File: config.mk
export PLATFORM = sky130hd
export DESIGN_NAME = heater_safety_monitor
export DESIGN_NICKNAME = d
export VERILOG_FILES = /design/src/rtl/hsm_pkg.sv /design/src/rtl/hsm_eval.sv /design/src/rtl/heater_safety_monitor.sv
export SDC_FILE = /design/constraint.sdc
export NUM_CORES = 1
export LEC_CHECK = 0
export ABC_AREA = 1
export ABC_CLOCK_PERIOD_IN_PS = 12750
export BUFFER_PORTS_ARGS = -buffer_cell sky130_fd_sc_hd__clkbuf_2
export CORE_ASPECT_RATIO = 1.2
export CORE_MARGIN = 3
export CORE_UTILIZATION = 50
export DETAILED_ROUTE_END_ITERATION = 7
export PLACE_DENSITY = 0.67
export SYNTH_ARGS = -nofsm -noshare
export SYNTH_HDL_FRONTEND = slang
export SYNTH_SLANG_ARGS = --single-unit
File: constraint.sdc
create_clock -name aclk -period 12.75 [get_ports aclk]
set_clock_uncertainty 0.2 [all_clocks]
set_input_delay 1.275 -clock aclk [delete_from_list [all_inputs] [get_ports aclk]]
set_output_delay 1.275 -clock aclk [all_outputs]
set_load 0.01 [all_outputs]
File: src/rtl/hsm_pkg.sv
// ----------------------------------------------------------------------------
// Heater safety monitor package
// Shared types, register indexes and reset values for the safety monitor.
// ----------------------------------------------------------------------------
package hsm_pkg;

    localparam int TEMP_W   = 13;
    localparam int PEAK_W   = 12;
    localparam int TIME_W   = 32;
    localparam int MARGIN_W = 10;
    localparam int CFG_IDX_W = 2;
    localparam int CFG_DATA_W = 32;

    localparam logic [CFG_IDX_W-1:0] CFG_MAX_SAFE_TEMP  = 2'd0;
    localparam logic [CFG_IDX_W-1:0] CFG_MAX_HEATING_MS = 2'd1;
    localparam logic [CFG_IDX_W-1:0] CFG_CLEAR_MARGIN   = 2'd2;

    localparam logic [PEAK_W-1:0]   MAX_SAFE_TEMP_RST  = 12'd2640;
    localparam logic [TIME_W-1:0]   MAX_HEATING_MS_RST = 32'd300000;
    localparam logic [MARGIN_W-1:0] CLEAR_MARGIN_RST   = 10'd80;

    typedef struct packed {
        logic signed [TEMP_W-1:0] temperature;
        logic                     heater_request;
        logic [TIME_W-1:0]        time_ms;
    } sample_t;

    typedef struct packed {
        logic [PEAK_W-1:0]   max_safe_temp;
        logic [TIME_W-1:0]   max_heating_ms;
        logic [MARGIN_W-1:0] clear_margin;
    } cfg_t;

    typedef struct packed {
        logic                heater_on;
        logic [TIME_W-1:0]   heat_start;
        logic [TIME_W-1:0]   heat_total;
        logic [PEAK_W-1:0]   peak_temp;
        logic                violation;
    } mon_state_t;

    typedef struct packed {
        logic                safe;
        logic                violation;
        logic [PEAK_W-1:0]   peak_temperature;
        logic [TIME_W-1:0]   heating_remaining_ms;
        logic [TIME_W-1:0]   total_heating_ms;
        logic                heater_tracked_on;
    } result_t;

endpackage

File: src/rtl/hsm_eval.sv
// ----------------------------------------------------------------------------
// Heater safety monitor sample evaluation
// Computes the next monitor state and the result beat for one sample.
// ----------------------------------------------------------------------------
module hsm_eval (
    input  hsm_pkg::sample_t    sample,
    input  hsm_pkg::mon_state_t state,
    input  hsm_pkg::cfg_t       cfg,
    output hsm_pkg::mon_state_t state_next,
    output hsm_pkg::result_t    result
);

    logic                        heater_on;
    logic [hsm_pkg::TIME_W-1:0]  heat_start;
    logic [hsm_pkg::TIME_W-1:0]  elapsed;
    logic [hsm_pkg::TIME_W-1:0]  run_time;
    logic                        over_temp;
    logic                        too_long;
    logic                        below_clear;
    logic                        violation;
    logic signed [hsm_pkg::TEMP_W:0] clear_level;
    logic signed [hsm_pkg::TEMP_W:0] temp_ext;

    assign run_time   = sample.time_ms - state.heat_start;
    assign heater_on  = sample.heater_request;
    assign heat_start = (sample.heater_request && !state.heater_on) ? sample.time_ms
                                                                    : state.heat_start;
    assign elapsed    = sample.time_ms - heat_start;

    assign over_temp = sample.temperature > $signed({1'b0, cfg.max_safe_temp});
    assign too_long  = heater_on && (elapsed > cfg.max_heating_ms);

    assign temp_ext    = {sample.temperature[hsm_pkg::TEMP_W-1], sample.temperature};
    assign clear_level = $signed({2'b00, cfg.max_safe_temp})
                       - $signed({4'b0000, cfg.clear_margin});
    assign below_clear = temp_ext < clear_level;

    always_comb begin
        priority if (over_temp || too_long) begin
            violation = 1'b1;
        end else if (state.violation && !heater_on && below_clear) begin
            violation = 1'b0;
        end else begin
            violation = state.violation;
        end
    end

    always_comb begin
        state_next.heater_on  = heater_on;
        state_next.heat_start = heat_start;
        state_next.heat_total = (!sample.heater_request && state.heater_on)
                              ? state.heat_total + run_time : state.heat_total;
        state_next.peak_temp  = (sample.temperature > $signed({1'b0, state.peak_temp}))
                              ? sample.temperature[hsm_pkg::PEAK_W-1:0] : state.peak_temp;
        state_next.violation  = violation;
    end

    always_comb begin
        result.safe              = !(over_temp || too_long);
        result.violation         = violation;
        result.peak_temperature  = state_next.peak_temp;
        result.total_heating_ms  = state_next.heat_total;
        result.heater_tracked_on = heater_on;
        if (!heater_on) begin
            result.heating_remaining_ms = cfg.max_heating_ms;
        end else if (elapsed >= cfg.max_heating_ms) begin
            result.heating_remaining_ms = '0;
        end else begin
            result.heating_remaining_ms = cfg.max_heating_ms - elapsed;
        end
    end

endmodule

File: src/rtl/heater_safety_monitor.sv
// ----------------------------------------------------------------------------
// Heater safety monitor
// Thermal runaway protection: over-temperature and heating-time limits with
// a latched violation, peak tracking and heating-time accounting.
// ----------------------------------------------------------------------------
// A sample beat is held in the input register until the result register is empty or taken.
// Throughput: one sample per cycle while results are taken, set by the single evaluation stage between
// the input register and the result register; state updates in that stage.
// Reset: synchronous, active low; clears valid flags and monitor state and
// loads the register reset values. No clearing pass is needed.
module heater_safety_monitor (
    input  logic        aclk,
    input  logic        aresetn,
    input  logic        cfg_wr_en,
    input  logic [1:0]  cfg_index,
    input  logic [31:0] cfg_wdata,
    input  logic        s_valid,
    output logic        s_ready,
    input  logic signed [12:0] s_temperature,
    input  logic        s_heater_request,
    input  logic [31:0] s_time_ms,
    output logic        m_valid,
    input  logic        m_ready,
    output logic        m_safe,
    output logic        m_violation,
    output logic [11:0] m_peak_temperature,
    output logic [31:0] m_heating_remaining_ms,
    output logic [31:0] m_total_heating_ms,
    output logic        m_heater_tracked_on
);

    hsm_pkg::cfg_t       cfg_reg;
    hsm_pkg::mon_state_t state_reg;
    hsm_pkg::mon_state_t state_next;
    hsm_pkg::sample_t    in_sample_reg;
    hsm_pkg::result_t    out_result_reg;
    hsm_pkg::result_t    result_next;
    logic                in_vld_reg;
    logic                out_vld_reg;
    logic                advance;

    assign advance = in_vld_reg && (!out_vld_reg || m_ready);
    assign s_ready = !in_vld_reg || advance;

    hsm_eval u_eval (
        .sample     (in_sample_reg),
        .state      (state_reg),
        .cfg        (cfg_reg),
        .state_next (state_next),
        .result     (result_next)
    );

    always_ff @(posedge aclk) begin
        if (!aresetn) begin
            cfg_reg.max_safe_temp  <= hsm_pkg::MAX_SAFE_TEMP_RST;
            cfg_reg.max_heating_ms <= hsm_pkg::MAX_HEATING_MS_RST;
            cfg_reg.clear_margin   <= hsm_pkg::CLEAR_MARGIN_RST;
        end else if (cfg_wr_en) begin
            unique case (cfg_index)
                hsm_pkg::CFG_MAX_SAFE_TEMP: begin
                    cfg_reg.max_safe_temp <= cfg_wdata[hsm_pkg::PEAK_W-1:0];
                end
                hsm_pkg::CFG_MAX_HEATING_MS: begin
                    cfg_reg.max_heating_ms <= cfg_wdata[hsm_pkg::TIME_W-1:0];
                end
                hsm_pkg::CFG_CLEAR_MARGIN: begin
                    cfg_reg.clear_margin <= cfg_wdata[hsm_pkg::MARGIN_W-1:0];
                end
                default: begin
                end
            endcase
        end
    end

    always_ff @(posedge aclk) begin
        if (!aresetn) begin
            in_vld_reg <= 1'b0;
        end else if (s_ready) begin
            in_vld_reg <= s_valid;
        end
    end

    always_ff @(posedge aclk) begin
        if (s_valid && s_ready) begin
            in_sample_reg.temperature    <= s_temperature;
            in_sample_reg.heater_request <= s_heater_request;
            in_sample_reg.time_ms        <= s_time_ms;
        end
    end

    always_ff @(posedge aclk) begin
        if (!aresetn) begin
            state_reg   <= '0;
            out_vld_reg <= 1'b0;
        end else begin
            if (advance) begin
                state_reg <= state_next;
            end
            if (advance) begin
                out_vld_reg <= 1'b1;
            end else if (m_ready) begin
                out_vld_reg <= 1'b0;
            end
        end
    end

    always_ff @(posedge aclk) begin
        if (advance) begin
            out_result_reg <= result_next;
        end
    end

    assign m_valid                = out_vld_reg;
    assign m_safe                 = out_result_reg.safe;
    assign m_violation            = out_result_reg.violation;
    assign m_peak_temperature     = out_result_reg.peak_temperature;
    assign m_heating_remaining_ms = out_result_reg.heating_remaining_ms;
    assign m_total_heating_ms     = out_result_reg.total_heating_ms;
    assign m_heater_tracked_on    = out_result_reg.heater_tracked_on;

    // An unsafe beat always carries the latched violation.
    a_unsafe_latches: assert property (@(posedge aclk) disable iff (!aresetn)
        m_valid |-> (m_safe || m_violation))
        else $error("unsafe beat without violation");

    // The remaining time never exceeds the limit and equals it while the heater is off.
    a_remaining_bound: assert property (@(posedge aclk) disable iff (!aresetn)
        m_valid |-> (m_heating_remaining_ms <= cfg_reg.max_heating_ms)
            && (m_heater_tracked_on || m_heating_remaining_ms == cfg_reg.max_heating_ms))
        else $error("remaining heating time out of range");

    // The peak temperature never decreases.
    a_peak_monotonic: assert property (@(posedge aclk) disable iff (!aresetn)
        $past(aresetn) |-> state_reg.peak_temp >= $past(state_reg.peak_temp))
        else $error("peak temperature decreased");

    // Monitor state moves only when a sample is evaluated.
    a_state_hold: assert property (@(posedge aclk) disable iff (!aresetn)
        !advance |=> $stable(state_reg))
        else $error("monitor state changed without a sample");

endmodule
-- Word-level counts from Yosys, hierarchy flattened
Index checks and enable logic that the tools add are counted.
- multiplexer cells: 9
- reduce and logical (&&, ||, !) cells: 20
- magnitude comparators: 5
- $add $sub $neg: 5
- equality and inequality tests: 2
- operators by type and width (cell ; number):
    32-bit 2-to-1 mux ; 4
    32-bit subtractor ; 3
    32-bit adder ; 1
    32-bit >= comparator ; 1
    32-bit > comparator ; 1
    13-bit > comparator ; 2
    13-bit less-than comparator ; 1
    12-bit by 10-bit subtractor with 13-bit output ; 1
    12-bit 2-to-1 mux ; 1
    1-bit logical AND ; 7
    2-bit AND reduction ; 3
    1-bit logical NOT ; 5
    1-bit 2-to-1 mux ; 4
    1-bit logical OR ; 3
    2-bit by 1-bit equality test with 1-bit output, second input constant ; 1
    2-bit equality test, second input constant ; 1
    2-bit logical NOT ; 1
    2-bit nonzero test ; 1
- bits of input ports: 85
- bits in registers: 259
- word-level logic and storage cells: 60

-- Longest topological paths before layout
- word-level depth: 8
- depth in mapped cells: 32
- mapped depth without buffers: 30

-- Cells and area by module
A second synthesis with hierarchy kept.
- cell total of the unflattened synthesis: 2774
- area, all modules: 19640.1 um^2
- by module, submodules not included (module ; area each (um^2) ; cells each ; sequential area each (um^2) ; instances):
    hsm_eval ; 10117.2 ; 1802 ; 0.0 ; 1
    heater_safety_monitor ; 9522.9 ; 972 ; 6436.2 ; 1

-- Worst setup path before layout
No wires, ideal clock.
- path kind: input port to flip-flop
- from: input port m_ready
- to: register out_result_reg (netlist bit m_heater_tracked_on) (enable)
- cell stages on the path: 6
- buffers on the path: 2
- path slack: 7.921 ns
- arrival: 4.155 ns
- setup time: 0.474 ns
- path through: inv_1 -> nand2_1 -> nand2_1 -> clkinv_1 -> buf_2 -> clkbuf_1
- cells in the longest elaborated chain, start to end: 2
- RTL lines (element ; RTL line ; source):
    start, declared ; heater_safety_monitor.sv:23 ; input logic m_ready,
    1-bit logical OR ; heater_safety_monitor.sv:42 ; assign advance = in_vld_reg && (!out_vld_reg || m_ready);
    1-bit logical AND ; heater_safety_monitor.sv:42 ;
    named net advance ; heater_safety_monitor.sv:40 ; logic advance;
    end signal, assigned ; heater_safety_monitor.sv:109 ; out_result_reg <= result_next;
    end, declared ; heater_safety_monitor.sv:36 ; hsm_pkg::result_t out_result_reg;
The timed path passes the listed nets, and every way through them passes these cells.
A chain may end at the register's enable or synchronous reset.

==> results by group <==
Worst hold path
  – Worst Hold Launch: cfg_reg[2]
  – Hold path endpoint: cfg_reg[2]
  – Hold WC Path Type: flop to flop
  – Hold path depth: 2

Setup path
  – Crit-path cells: nand2_4 -> clkinv_1 -> o21ai_0 -> ha_1 -> a21oi_1 -> o21ai_0 -> a21oi_1 -> nor2_1 -> a211oi_1 -> nand2_1 -> nand2_1 -> nand2_1 -> ha_1 -> nand2_1 -> nor2_1 -> nand2_1 -> nor2_2 -> nand2_2 -> nand2_1 -> nand3_2 -> inv_2 -> nand3_1 -> nand2_1
  – R2R cell count: 23
  – CP max stage delay: 940 ps
  – Worst R2R Setup Slack: about 6000 ps
  – Worst setup SP type: flop
  – Crit path DAT: 6980 ps
  – Worst r2r dst: m_heating_remaining_ms[25]
  – Crit Path Category: flop to flop
  – Critical path's top delay family: simple AND/OR/NAND/NOR gates
  – CP max stage cell: clkinv_1
  – Worst EP required: 12990 ps
  – Most frequent CP cell: nand2_1
  – RR Startpoint: in_sample_reg[32]
  – Worst-path fanout max: 52
  – Worst path bufs/invs: 2
  – Crit path capture type: flop

Placed design
  – PortBufs: 165
  – Post-DP HPWL: 41900 um
  – Final RePlAce weighted congestion: 0.909

Floorplan
  – Die X: between 150 and 200 um
  – # IOs: approximately 170
  – Initial Utilization: 0.512
  – Row cnt: 76
  – Placeable Area: 36200 um2
  – Die ar.: roughly 39000 um2
  – Die Span Y: 217 um

Synthesis
  – Mean Syn Cell Area: roughly 7 um2
  – Library cells used by synthesis: 47
  – Seq cells post-synth: 259
  – Mapped Nets: 2863
  – Yosys warnings: 0
  – Post-synth EDFFs: 125
  – Synth async-reset ratio: 0
  – Register area share after synthesis: 0.347
  – Synth Flop Type: dfxtp_1
  – Post-Synthesis Cell Area: ~19000 um2
  – Cells after Synth: 2608

Detailed routing
  – Detailed Route Iter0 Violations: 1042
  – Wire per inst: 16.4 um
  – Drt drc: 0
  – Post-Route WL: 53000 um
  – Drt pass-1 iters: 5
  – Post-route antenna net violation count: 0
  – Vias: approximately 17000
  – Drt via density: 5.21

Layout
  – Commonest non-fill, non-tap cell in the layout: nand2_1
  – Share of cells above drive strength 1: 0.0977
  – ANT cells: 0
  – Area Growth Syn to Fin: 12.0%
  – Fillcell total: ~3500
  – # nets final: between 3000 and 4000
  – Footprint of the multi-input gates: roughly 10000 um2
  – Storage cell area: approximately 6400 um2
  – Max reg flops: 78
  – Commonest cells after routing, fill and taps aside: 732 x nand2_1, 430 x inv_1, 207 x a21oi_1

Timing
  – Worst slew pin tran: ~1200 ps
  – Final Critical Period: 6740 ps
  – Fin crit share: 0.528
  – Final Max Slew Viols: 0
  – Final TNS setup: 0 ps
  – RSZ-0062 raised after global routing: false
  – Final setup fails: 0
  – Hold_ws: 263 ps
  – Final Hold Viols: 0
  – Slew Limit Headroom: 0.225
  – F_max: 148 MHz

Clock network
  – H-tree Lvls: 1
  – Clk sink count: 259
  – Root buf cell: clkbuf_16
  – CTS Hold Bufs: 0
  – CTS max path bufs: 3
  – Cts bufs inserted: 28
  – Clk pin slew, worst setup/hold paths: 70 ps
  – Post_cts resized: 0
  – Post-CTS Setup Bufs: 0
  – Clk Latency, worst-skew pair: 590 ps
  – CTS tree: yes

Global route
  – GRT Overall Usage: 0.264
  – Vias in the first global route: 16500
  – Global-route wire length before repair: 84600 um
  – Total gr overflow: 0
  – Number of antenna violations at the first check in global routing: 0
  – Largest net degree at the start of global routing: 110

Pwr
  – Leakage: 10.5 nW
  – Peak VDD IR: 0.000103 V
  – Pwr Density: 141 nW/um2
  – Total power: 2.93 mW

Outcome
  – Status: complete, no violations

Flow run
  – Max-Cap Viols: 0
==> cell usage after synthesis, types with 15 or more instances <==
| master | instances | area, um2 |
|---|---|---|
| nand2_1 | 733 | 2750 |
| fa_1 | 33 | 661 |
| xnor2_1 | 29 | 254 |
| nand3b_1 | 23 | 173 |
| xor2_1 | 29 | 254 |
| inv_1 | 431 | 1620 |
| ha_1 | 137 | 1710 |
| clkbuf_1 | 52 | 195 |
| o21ai_1 | 22 | 110 |
| dfxtp_1 | 134 | 2680 |
| nand4_1 | 28 | 175 |
| nand3_1 | 133 | 666 |
| edfxtp_1 | 125 | 3750 |
| nor3_1 | 15 | 75.1 |
| nor2_1 | 204 | 766 |
| o21ai_0 | 168 | 841 |
| a21oi_1 | 207 | 1040 |
==> logic make-up (layout without fill, tap and decap cells) <==
logic type	Yosys count	in the layout	share of synthesized area
XOR/XNOR	58	58	0.0274
flip-flops	259	259	0.347
AND/OR/NAND/NOR	1180	1180	0.269
buffers and inverters	500	666	0.103
adder cells (fa/ha/maj)	170	170	0.128
AO/OA/AOI/OAI	441	441	0.125
==> per-layer routing <==
layer / part of all wire / GRT usage
met4: 0.025 / 0.0704
met3: 0.046 / 0.0288
met1: 0.45 / 0.348
met2: 0.48 / 0.464
met5: 0 / 0
==> worst register-to-register path: cells and delay by family, from the launching register on <==
kind | cells | cell delay, ps
flops | 1 | 600
simple gates | 14 | 2000
buf+inv | 2 | 1350
compound gates | 5 | 1670
fa+ha+maj | 2 | 780
==> final cells by class <==
type	count	share of cell area
multi-input cells	1849	0.491
flip-flops and latches	259	0.310
inverters	440	0.0798
repair buffers	174	0.0430
clock buffers	30	0.0341
well taps	468	0.0282
clock inverters	22	0.0137
==> how the worst max path moves through the flow <==
stage | from | slack [ps] | endpoint | cells past startpoint
2_1_floorplan | m_ready | 7920 | m_heater_tracked_on | 6
3_3_place_gp | in_sample_reg[32] | 6290 | m_heating_remaining_ms[31] | 23
3_5_place_dp | in_sample_reg[32] | 6130 | m_heating_remaining_ms[25] | 23
4_1_cts | in_sample_reg[32] | 6070 | m_heating_remaining_ms[25] | 23
5_1_grt | in_sample_reg[32] | 5400 | m_heating_remaining_ms[25] | 23
6_report | in_sample_reg[32] | 6010 | m_heating_remaining_ms[25] | 23
==> power breakdown <==
group | internal, mW | switching, mW
combinational | 0.371 | 0.713
sequential | 0.932 | 0.0353
clock | 0.510 | 0.369
total | 1.81 | 1.12
==> metrics by stage <==
stage               instance area (um2)  instances   util  worst slack (ps)
finish                            20800       3242  0.573              6010
global route                      20800       3242  0.573              5400
CTS                               20800       3242  0.573              6070
detailed placement                19800       3190  0.546              6130
global placement                  19800       3190  0.546              6290
floorplan                         18500       2608      -              7920
No activity file was read; power rests on OpenSTA's default activity.
